## src/rtl/bba_pkg.sv

```systemverilog
// bba_pkg: shared types and constants of the block bitmap allocator
// used by bba_front, bba_back and block_bitmap_allocator; no dependencies
package bba_pkg;

  localparam int MAP_BYTES = 64;
  localparam int BLOCKS    = MAP_BYTES * 8;
  localparam int BYTE_AW   = $clog2(MAP_BYTES);
  localparam int QDEPTH    = 2;

  localparam logic [7:0] BYTE_ZERO = 8'h00;

  typedef enum logic [1:0] {
    OP_FREE = 2'd0,
    OP_USED = 2'd1,
    OP_FIND = 2'd2,
    OP_RSVD = 2'd3
  } op_e;

  // classified command kinds
  typedef enum logic [2:0] {
    K_NONE,
    K_ACK,
    K_FREE,
    K_USED,
    K_FIND
  } kind_e;

  typedef enum logic [1:0] {
    ST_IDLE,
    ST_MARK,
    ST_FIND
  } st_e;

  typedef struct packed {
    kind_e       kind;
    logic [8:0]  rs;
    logic [9:0]  re;
    logic [9:0]  want;
  } cmd_t;

endpackage

```

## src/rtl/bba_ram.sv

```systemverilog
// bba_ram: generic ram, one write port, two registered read ports
// no dependencies
module bba_ram #(
  parameter int WIDTH = 8,
  parameter int DEPTH = 64
) (
  input  logic                     clk_i,
  input  logic                     we_i,
  input  logic [$clog2(DEPTH)-1:0] waddr_i,
  input  logic [WIDTH-1:0]         wdata_i,
  input  logic [$clog2(DEPTH)-1:0] raddr_a_i,
  output logic [WIDTH-1:0]         rdata_a_o,
  input  logic [$clog2(DEPTH)-1:0] raddr_b_i,
  output logic [WIDTH-1:0]         rdata_b_o
);

  logic [WIDTH-1:0] mem_q [DEPTH];

  always_ff @(posedge clk_i) begin
    if (we_i) begin
      mem_q[waddr_i] <= wdata_i;
    end
    rdata_a_o <= mem_q[raddr_a_i];
    rdata_b_o <= mem_q[raddr_b_i];
  end

endmodule

```

## src/rtl/bba_front.sv

```systemverilog
// bba_front: accepts beats, classifies them and queues commands
// depends on bba_pkg
module bba_front import bba_pkg::*; (
  input  logic       clk_i,
  input  logic       rst_ni,
  input  logic       start,
  output logic       busy,
  input  logic [1:0] op_i,
  input  logic [8:0] range_start_i,
  input  logic [9:0] range_end_i,
  input  logic [9:0] want_count_i,
  output logic       cmd_valid_o,
  output cmd_t       cmd_o,
  input  logic       cmd_pop_i
);

  cmd_t       q_q [QDEPTH];
  logic [1:0] cnt_q, cnt_d;
  logic       wr_q, rd_q;
  logic       push;
  cmd_t       cmd_new;
  logic [9:0] re_clip;
  op_e        op;

  assign busy        = (cnt_q == 2'(QDEPTH));
  assign push        = start && !busy;
  assign cmd_valid_o = (cnt_q != 2'd0);
  assign cmd_o       = q_q[rd_q];
  assign op          = op_e'(op_i);

  always_comb begin
    re_clip = (range_end_i > 10'(BLOCKS)) ? 10'(BLOCKS) : range_end_i;
    cmd_new.rs   = range_start_i;
    cmd_new.re   = re_clip;
    cmd_new.want = want_count_i;
    unique case (op)
      OP_FREE: cmd_new.kind = ({1'b0, range_start_i} >= re_clip) ? K_ACK : K_FREE;
      OP_USED: cmd_new.kind = ({1'b0, range_start_i} >= re_clip) ? K_ACK : K_USED;
      OP_FIND: cmd_new.kind = (want_count_i == 10'd0) ? K_NONE : K_FIND;
      default: cmd_new.kind = K_NONE;
    endcase
  end

  always_comb begin
    cnt_d = cnt_q;
    if (push && !cmd_pop_i) begin
      cnt_d = cnt_q + 2'd1;
    end else if (!push && cmd_pop_i) begin
      cnt_d = cnt_q - 2'd1;
    end
  end

  always_ff @(posedge clk_i or negedge rst_ni) begin
    if (!rst_ni) begin
      cnt_q <= 2'd0;
      wr_q  <= 1'b0;
      rd_q  <= 1'b0;
    end else begin
      cnt_q <= cnt_d;
      if (push) begin
        wr_q <= ~wr_q;
      end
      if (cmd_pop_i) begin
        rd_q <= ~rd_q;
      end
    end
  end

  always_ff @(posedge clk_i) begin
    if (push) begin
      q_q[wr_q] <= cmd_new;
    end
  end

endmodule

```

## src/rtl/bba_back.sv

```systemverilog
// bba_back: executes mark and find commands on the bitmap ram and answers the other kinds without a map access
// depends on bba_pkg and bba_ram
module bba_back import bba_pkg::*; (
  input  logic       clk_i,
  input  logic       rst_ni,
  input  logic       cmd_valid_i,
  input  cmd_t       cmd_i,
  output logic       cmd_pop_o,
  output logic       result_valid_o,
  output logic       found_o,
  output logic [8:0] span_start_o,
  output logic [9:0] span_end_o,
  output logic [9:0] span_length_o
);

  st_e               st_q, st_d;
  cmd_t              cmd_q, cmd_d;
  logic [BYTE_AW-1:0] b_q, b_d;
  logic [9:0]        h_q, h_d, t_q, t_d, cnt_q, cnt_d, he_q, he_d;
  logic [9:0]        bs_q, bs_d, be_q, be_d, bl_q, bl_d;
  logic              got_q, got_d;
  logic              rv_q, rv_d, fd_q, fd_d;
  logic [8:0]        rs_q, rs_d;
  logic [9:0]        re_q, re_d, rl_q, rl_d;
  logic [MAP_BYTES-1:0] vld_q;
  logic              vld_a_q, vld_b_q;
  logic              we;
  logic [BYTE_AW-1:0] addr_a, addr_b;
  logic [7:0]        rd_a, rd_b, old_byte, mask, new_byte;
  logic              hfree, tfree;
  logic [9:0]        hi_blk, span_len;
  logic [8:0]        blk;

  bba_ram #(.WIDTH(8), .DEPTH(MAP_BYTES)) u_ram (
    .clk_i     (clk_i),
    .we_i      (we),
    .waddr_i   (b_q),
    .wdata_i   (new_byte),
    .raddr_a_i (addr_a),
    .rdata_a_o (rd_a),
    .raddr_b_i (addr_b),
    .rdata_b_o (rd_b)
  );

  assign addr_a   = (st_d == ST_MARK) ? b_d : h_d[BYTE_AW+2:3];
  assign addr_b   = t_d[BYTE_AW+2:3];
  assign hfree    = vld_a_q && rd_a[3'd7 - h_q[2:0]];
  assign tfree    = vld_b_q && rd_b[3'd7 - t_q[2:0]];
  assign old_byte = vld_a_q ? rd_a : BYTE_ZERO;
  assign hi_blk   = cmd_q.re - 10'd1;
  assign span_len = he_q - t_q;

  always_comb begin
    mask = BYTE_ZERO;
    for (int j = 0; j < 8; j++) begin
      blk = {b_q, 3'(j)};
      mask[7-j] = (blk >= cmd_q.rs) && ({1'b0, blk} < cmd_q.re);
    end
    new_byte = (cmd_q.kind == K_FREE) ? (old_byte | mask) : (old_byte & ~mask);
  end

  always_comb begin
    st_d = st_q; cmd_d = cmd_q; b_d = b_q;
    h_d = h_q; t_d = t_q; cnt_d = cnt_q; he_d = he_q;
    bs_d = bs_q; be_d = be_q; bl_d = bl_q; got_d = got_q;
    rv_d = 1'b0; fd_d = fd_q; rs_d = rs_q; re_d = re_q; rl_d = rl_q;
    we = 1'b0; cmd_pop_o = 1'b0;
    unique case (st_q)
      ST_IDLE: begin
        if (cmd_valid_i) begin
          cmd_pop_o = 1'b1;
          cmd_d = cmd_i;
          unique case (cmd_i.kind)
            K_NONE, K_ACK: begin
              rv_d = 1'b1; fd_d = (cmd_i.kind == K_ACK);
              rs_d = '0; re_d = '0; rl_d = '0;
            end
            K_FREE, K_USED: begin
              b_d  = cmd_i.rs[BYTE_AW+2:3];
              st_d = ST_MARK;
            end
            default: begin
              h_d = '0; t_d = '0; cnt_d = '0; he_d = '0; got_d = 1'b0;
              st_d = ST_FIND;
            end
          endcase
        end
      end
      ST_MARK: begin
        we = 1'b1;
        if (b_q == hi_blk[BYTE_AW+2:3]) begin
          rv_d = 1'b1; fd_d = 1'b1; rs_d = '0; re_d = '0; rl_d = '0;
          st_d = ST_IDLE;
        end else begin
          b_d = b_q + BYTE_AW'(1);
        end
      end
      default: begin
        if (cnt_q == cmd_q.want) begin
          if (tfree) begin
            if (!got_q || span_len < bl_q) begin
              bs_d = t_q; be_d = he_q; bl_d = span_len; got_d = 1'b1;
            end
            cnt_d = cnt_q - 10'd1;
          end
          t_d = t_q + 10'd1;
        end else if (h_q == 10'(BLOCKS)) begin
          rv_d = 1'b1; fd_d = got_q;
          rs_d = got_q ? bs_q[8:0] : '0;
          re_d = got_q ? be_q : '0;
          rl_d = got_q ? bl_q : '0;
          st_d = ST_IDLE;
        end else begin
          h_d = h_q + 10'd1;
          if (hfree) begin
            cnt_d = cnt_q + 10'd1;
            he_d  = h_q + 10'd1;
          end
        end
      end
    endcase
  end

  always_ff @(posedge clk_i or negedge rst_ni) begin
    if (!rst_ni) begin
      st_q  <= ST_IDLE;
      rv_q  <= 1'b0;
      vld_q <= '0;
      got_q <= 1'b0;
    end else begin
      st_q  <= st_d;
      rv_q  <= rv_d;
      got_q <= got_d;
      if (we) begin
        vld_q[b_q] <= 1'b1;
      end
    end
  end

  always_ff @(posedge clk_i) begin
    cmd_q <= cmd_d; b_q <= b_d;
    h_q <= h_d; t_q <= t_d; cnt_q <= cnt_d; he_q <= he_d;
    bs_q <= bs_d; be_q <= be_d; bl_q <= bl_d;
    fd_q <= fd_d; rs_q <= rs_d; re_q <= re_d; rl_q <= rl_d;
    vld_a_q <= vld_q[addr_a];
    vld_b_q <= vld_q[addr_b];
  end

  assign result_valid_o = rv_q;
  assign found_o        = fd_q;
  assign span_start_o   = rs_q;
  assign span_end_o     = re_q;
  assign span_length_o  = rl_q;

endmodule

```

## src/rtl/block_bitmap_allocator.sv

```systemverilog
// block_bitmap_allocator: an empty mark, op 3 or a zero count is answered without a map access;
// a mark does a read-modify-write of each touched byte in turn; find steps the head over all 512
// blocks and steps the window tail on while the window holds the wanted count, bit-serial scan.
// a two-beat command queue lets a new beat in while the back end works; a queued beat waits.
// reset (async, low) clears control and the per-byte valid bits: every block used.
// results show for one cycle on result_valid_o; the receiver cannot stall.
module block_bitmap_allocator import bba_pkg::*; (
  input  logic       clk_i,
  input  logic       rst_ni,
  input  logic       start,
  output logic       busy,
  input  logic [1:0] op_i,
  input  logic [8:0] range_start_i,
  input  logic [9:0] range_end_i,
  input  logic [9:0] want_count_i,
  output logic       result_valid_o,
  output logic       found_o,
  output logic [8:0] span_start_o,
  output logic [9:0] span_end_o,
  output logic [9:0] span_length_o
);

  // command handoff from front end to back end
  logic cmd_valid;
  logic cmd_pop;
  cmd_t cmd;

  // front: accept and classify (clip range, flag empty ranges, zero counts and bad codes)
  bba_front u_front (
    .clk_i         (clk_i),
    .rst_ni        (rst_ni),
    .start         (start),
    .busy          (busy),
    .op_i          (op_i),
    .range_start_i (range_start_i),
    .range_end_i   (range_end_i),
    .want_count_i  (want_count_i),
    .cmd_valid_o   (cmd_valid),
    .cmd_o         (cmd),
    .cmd_pop_i     (cmd_pop)
  );

  // back: byte read-modify-write for marks, sliding window scan for find
  bba_back u_back (
    .clk_i          (clk_i),
    .rst_ni         (rst_ni),
    .cmd_valid_i    (cmd_valid),
    .cmd_i          (cmd),
    .cmd_pop_o      (cmd_pop),
    .result_valid_o (result_valid_o),
    .found_o        (found_o),
    .span_start_o   (span_start_o),
    .span_end_o     (span_end_o),
    .span_length_o  (span_length_o)
  );

`ifndef NO_ASSERTIONS
  // a miss carries all-zero span fields
  a_miss_zero: assert property (@(posedge clk_i) disable iff (!rst_ni)
    result_valid_o && !found_o |-> span_start_o == 9'd0 && span_end_o == 10'd0
      && span_length_o == 10'd0)
    else $error("miss with nonzero span");

  // length is consistent with start and end
  a_len: assert property (@(posedge clk_i) disable iff (!rst_ni)
    result_valid_o |-> span_length_o == span_end_o - {1'b0, span_start_o})
    else $error("span length mismatch");

  // span never runs past the map
  a_end: assert property (@(posedge clk_i) disable iff (!rst_ni)
    result_valid_o |-> span_end_o <= 10'(BLOCKS))
    else $error("span end beyond map");
`endif

endmodule
```

## config.mk

```make
export PLATFORM = sky130hd
export DESIGN_NAME = block_bitmap_allocator
export DESIGN_NICKNAME = d
export VERILOG_FILES = /design/src/rtl/bba_pkg.sv /design/src/rtl/bba_ram.sv /design/src/rtl/bba_front.sv /design/src/rtl/bba_back.sv /design/src/rtl/block_bitmap_allocator.sv
export SDC_FILE = /design/constraint.sdc
export NUM_CORES = 2
export LEC_CHECK = 0
export BUFFER_PORTS_ARGS = -buffer_cell sky130_fd_sc_hd__buf_2
export CAP_MARGIN = 20
export CORE_MARGIN = 2
export CORE_UTILIZATION = 50
export CTS_BUF_LIST = sky130_fd_sc_hd__clkbuf_2 sky130_fd_sc_hd__clkbuf_4 sky130_fd_sc_hd__clkbuf_8
export DETAILED_ROUTE_END_ITERATION = 12
export PLACE_DENSITY = 0.69
export SLEW_MARGIN = 10
export SYNTH_ARGS = -nofsm -noshare
export SYNTH_HDL_FRONTEND = slang
export SYNTH_HIERARCHICAL = 1
export SYNTH_SLANG_ARGS = --single-unit
export TNS_END_PERCENT = 10
```

## constraint.sdc

```tcl
create_clock -name clk_i -period 5.5 [get_ports clk_i]
set_clock_uncertainty 0.05 [all_clocks]
set_input_delay 0.825 -clock clk_i [delete_from_list [all_inputs] [get_ports clk_i]]
set_output_delay 0.825 -clock clk_i [all_outputs]
set_load 0.01 [all_outputs]
```

# Word level (Yosys, flattened, before mapping)
# Memories as Yosys holds them, arrays and structs flattened. A register that Yosys moved wholly into a read port is not among the register bits.
# Index checks and enable logic that the tools add are counted.
# word_totals
ff_bits	211
mem_bits_rw	576
in_bits	34
word_cells	230
memories	2
# memory_table
memory	words	width	read_ports	rd_clocked_by_memory_dff	wr	line	text
u_back.u_ram.mem_q	64	8	2	2	1	bba_ram.sv:17	logic [WIDTH-1:0] mem_q [DEPTH];
u_front.q_q	2	32	1	0	1	bba_front.sv:17	cmd_t q_q [QDEPTH];
# classes
n_addsub	11
magnitude_cmp	25
eq_ne	21
muxes	93
n_bitwise	8
n_reduce_logical	43
# ops
operator	n
10-bit two-way mux	26
10-bit one-hot mux with 2 select lines	6
9-bit by 10-bit less-than comparator with 1-bit output	8
9-bit >= comparator	8
64-bit bitwise OR	1
9-bit two-way mux	6
10-bit by 1-bit adder with 10-bit output (second input constant)	3
1-bit two-way mux	27
6-bit two-way mux	4
6-bit by 7-bit less-than comparator with 1-bit output (second input constant)	3
9-bit one-hot mux with 2 select lines	1
6-bit AND reduction	3
2-bit two-way mux	8
8-bit two-way mux	2
1-bit logical AND	14
1-bit binary-select mux with 6-bit select	2
6-bit one-hot mux with 2 select lines	1
2-bit nonzero test	6
10-bit equality test	1
10-bit equality test (second input constant)	1
9-bit by 10-bit >= comparator with 1-bit output	1
10-bit > comparator (second input constant)	1
10-bit logical NOT	1
10-bit less-than comparator	1
other kinds (38)	66

# Longest topological paths before layout
# An unclocked memory read counts as a cell.
# depth
ltp_word	10
depth_mapped	20
mapped_depth_nobuf	17

# Cells and area by module
# Netlist, hierarchy kept.
# modules_own_cells
module	n_inst	cells_per_inst	area_per_inst_um2	seq_area_each_um2
bba_ram	1	1240	24368.4	15695.1
bba_back	1	986	11089.4	5675.4
bba_front	1	171	2862.7	2021.9

# Worst setup path before layout
# No wires, ideal clock.
# synth_path
kind	register to register
from	register u_back.b_q[3]
to	memory u_back.u_ram.mem_q[0][7] (data pin)
setup_time_ps	702
arrival_ps	4428
required_time_ps	4748
slack_ps	321
path_stages_with_launch	9
n_path_buf	0
path_cell_list	dfxtp_1 > ha_1 > nand3_1 > nor2_1 > nand2_1 > or2_2 > or3_1 > a221o_1 > o21ai_0
# synth_via
elab_chain_cells	5
elab_cells_between_ends	7
# synth_rtl
item	line	text
from (decl)	bba_back.sv:18	logic [BYTE_AW-1:0] b_q, b_d;
from (signal assigned)	bba_back.sv:141	cmd_q <= cmd_d; b_q <= b_d;
9-bit by 10-bit less-than comparator with 1-bit output / 9-bit >= comparator (equally long branches)	bba_back.sv:57	mask[7-j] = (blk >= cmd_q.rs) && ({1'b0, blk} < cmd_q.re);
1-bit logical AND (*)	bba_back.sv:57	
8-bit inverter	bba_back.sv:59	new_byte = (cmd_q.kind == K_FREE) ? (old_byte | mask) : (old_byte & ~mask);
8-bit AND	bba_back.sv:59	
8-bit two-way mux (*)	bba_back.sv:59	
via u_back.new_byte[7]	bba_back.sv:29	logic [7:0] rd_a, rd_b, old_byte, mask, new_byte;
to (decl)	bba_ram.sv:17	
# The timed path passes the listed nets; every way through them passes the cells marked *.

# Final worst setup path
# layout_path
from	register u_back.cnt_q[9]
to	register u_back.u_ram.rdata_b_o[2] (read register of u_back.u_ram.mem_q)
# layout_via
elab_chain_cells	3
# layout_rtl
item	line	text
from (decl)	bba_back.sv:19	logic [9:0] h_q, h_d, t_q, t_d, cnt_q, cnt_d, he_q, he_d;
from (signal assigned)	bba_back.sv:142	h_q <= h_d; t_q <= t_d; cnt_q <= cnt_d; he_q <= he_d;
10-bit equality test	bba_back.sv:99	if (cnt_q == cmd_q.want) begin
10-bit two-way mux	bba_back.sv:99	
10-bit one-hot mux with 2 select lines	bba_back.sv:68	unique case (st_q)
via u_back.t_d[5]	bba_back.sv:19	
to (decl)	bba_ram.sv:14	output logic [WIDTH-1:0] rdata_b_o
# The timed path passes the listed nets, and every way through them passes these cells. The select of a mux whose other input is x is not followed.
# A chain may end at the register's enable or synchronous reset.

==> impl_metrics.ini <==
[critical_path]
worst_setup_path_end_kind = flip-flop
critPathLaunch = u_back/cnt_q[9]$_SDFFCE_PP0P_
start_kind = flip-flop
r2r-start = u_back/cnt_q[9]$_SDFFCE_PP0P_
r2r_end = u_back/u_ram/rdata_b_o[2]$_DFF_P_
reg2reg_slack_ps = 780
worst_ep_arrival_time_ps = 5320
critical_path_class = flip-flop to flip-flop
rr_worst_depth = 11
path_max_fanout = 12
worstPathRequired_ps = 6100

[sta]
tns_ps = 0
whs_ps = 112
setup_viol = 0
final_hold_viol_count = 0
rsz0062_at_grt = false
slew_violations = 0
finalCritPeriodShare = 0.858
max_freq_mhz = 212
min_period_ps = 4720
worstMarginPinSlew_ps = 1180
max-slew-margin-rel = 0.209

[outcome]
status = complete, no violations

[power_and_ir_drop]
vdd_ir_drop_max_mv = 0.253
pwr-share-clk = 0.264
finalPower_mw = 19.9
pwr_density_cell_nw_per_um2 = 464
p_sw_frac = 0.334
cellLeakagePower_nw = 14.5
switchingPower_mw = 6.63
power_frac_comb = 0.321
p_int_mw = 13.2
seqPwrFrac = 0.415

[floorplanning]
dieHeight_um = 281
start_util = 0.505
rows = 101
die_area_um2 = 78900
ioPinCount = 66
core_region_area_um2 = 75900
die_w_um = 281

[placement]
numPortBuffers = 65
place_area_um2 = 40100
hpwl_mm = 68.0
finalWeightedCongestion = 0.911
dp_cells = 3428

[finish]
fin_nets = 2631
final_cell_area_um2 = 42800
finalNonFillerCells = 3676
drive_gt1_frac = 0.272
fillCellCount = 5900
syn_to_final_growth_pct = 11.8

[clock_tree]
clock_path_buffers = 3
numCtsBuffers = 133
cts_tree = yes
root_buffer = clkbuf_8
cts_max_level = 4
hold_buffers = 0
post_cts_buffers = 0
clock_latency_ps = 810
cts_resized = 0
cts.reportedPaths.clkPinSlew_ps = 60
numClockSinks = 803

[global_route]
grt_pass1_vias = 23900
grt_usage = 0.264
grt_pass1_wl_mm = 152
overflow = 0
grt_max_degree = 73
antenna_found_initial = 1

[yosys]
yosys_warnings = 6
ys_types = 91
ys.flop_type = edfxtp_1
synth-edff-count = 695
netlist_instances = 2397
ys_async_sr_fraction = 0.0897
synth-seq-cells = 803
yosysSeqAreaShare = 0.610
syn_area_per_cell_um2 = 16.0
synth_fp_nets = 2487
syn_area_um2 = 38300

[route]
drc = 0
wirelength_mm = 102
first_iter_violations = 2892
wl_per_cell_um = 27.7
postRouteAntennaNets = 0
dr_total_vias = 23700
viasPerCell = 6.44
firstDrtPassIters = 5

[hold_path]
hp-class = input port to async pin

[run]
cap_violations = 0
[worst max path at each step]
stage / endpoint / depth (start not counted)
after global placement: u_back/u_ram/rdata_b_o[2]$_DFF_P_ / 10
after floorplan: u_back/u_ram/mem_q[0][7]$_DFFE_PP_ / 8
after global routing: u_back/u_ram/rdata_b_o[2]$_DFF_P_ / 10
after CTS: u_back/u_ram/rdata_b_o[2]$_DFF_P_ / 10
final: u_back/u_ram/rdata_b_o[2]$_DFF_P_ / 11
after detailed placement: u_back/u_ram/rdata_b_o[2]$_DFF_P_ / 10
[sequential cells by signal, summed over array words and instances, names as in the netlist, 8 cells and up]
signal                  cells
u_front/q_q                64
u_back/span_start_o         9
u_back/u_ram/mem_q        512
u_back/bl_q                10
u_back/vld_q               64
u_back/bs_q                 9
u_back/cmd_q               32
u_back/u_ram/rdata_a_o      8
u_back/he_q                10
u_back/cnt_q               10
u_back/t_q                 10
u_back/span_end_o          10
u_back/span_length_o       10
u_back/u_ram/rdata_b_o      8
u_back/h_q                 10
u_back/be_q                10
[cell families (layout without fill, tap and decap cells)]
group	Yosys count	in the layout	share of synthesized area
flops	803	803	0.610
fa+ha+maj	56	56	0.0187
buf+inv	213	461	0.0263
simple gates	474	474	0.0615
xor+xnor	44	44	0.0101
compound gates	373	373	0.0708
other cells	0	1	0
mux	434	434	0.202
[synth_stat cells, drive strengths merged, types with 9 or more instances]
library cell	number	share of area
edfxtp	695	0.54
mux4	265	0.16
nor2	129	0.013
nand2	122	0.012
mux2i	119	0.032
buf	88	0.014
inv	73	0.0072
dfrtp	72	0.047
a21oi	62	0.0081
ha	54	0.018
clkbuf	52	0.0051
mux2	50	0.015
nor2b	43	0.0072
o21ai	43	0.0056
a21o	39	0.0076
o21bai	39	0.0076
nand3	38	0.0050
dfxtp	36	0.019
xnor2	35	0.0080
and3	32	0.0052
nand2b	26	0.0042
a22oi	25	0.0049
o221ai	19	0.0043
o22ai	18	0.0029
nor3	17	0.0026
a2111oi	15	0.0034
a221o	11	0.0029
nor4	11	0.0020
and2	10	0.0017
nand4	10	0.0016
o31ai	10	0.0020
or3	10	0.0019
a32oi	9	0.0021
xor2	9	0.0021
[power groups by stage]
stage,clock (mW),combinational (mW),sequential [mW]
after floorplan,0,4.37,8.30
after global placement,0,6.21,8.32
after detailed placement,0,6.33,8.35
after CTS,5.36,6.35,8.23
after global routing,5.62,6.84,8.29
final,5.25,6.37,8.24
[per-stage QoR]
step                 util  worst slack (ps)
floorplan               -               321
global placement    0.528               908
detailed placement  0.528               872
CTS                 0.563               833
global route        0.564               607
finish              0.564               782
[worst max-delay path: stages (launching register included)]
cell,delay [ps]
edfxtp_1,420
xnor2_1,190
nand4_1,140
or3_1,570
or3_4,480
nor3_2,230
mux2i_4,720
buf_4,360
buf_4,260
nor2b_1,60
a2111oi_0,960
o31ai_1,120
[layer usage]
layer,global-route usage,vias to the layer above,share of wire
met2,0.413,1336,0.47
met1,0.357,12100,0.39
met5,0,-,0
met3,0.0612,271,0.099
met4,0.112,0,0.042
li1,-,9971,-
[cells in the final DEF, fill, tap and decap left out, types with 36 or more instances in the layout]
cell type / n
a21o_1: 39
a21oi_1: 61
buf_2: 64
buf_4: 70
clkbuf_4: 44
clkbuf_8: 143
dfrtp_1: 72
dfxtp_1: 36
edfxtp_1: 695
ha_1: 54
inv_1: 71
mux2_2: 50
mux2i_1: 110
mux4_2: 265
nand2_1: 122
nand3_1: 38
nor2_1: 128
nor2b_1: 42
o21bai_1: 39
[layout make-up]
cell class	count	area (um^2)	area share
Sequential cell	803	23400	0.546
Multi-Input combinational cell	1381	14100	0.329
Clock buffer	187	2300	0.0537
Tap cell	1030	1290	0.0301
Timing Repair Buffer	149	1110	0.0259
Clock inverter	52	374	0.00873
Inverter	73	282	0.00657
Antenna cell	1	2.50	0.0000584
No activity file was read; power rests on OpenSTA's default activity.
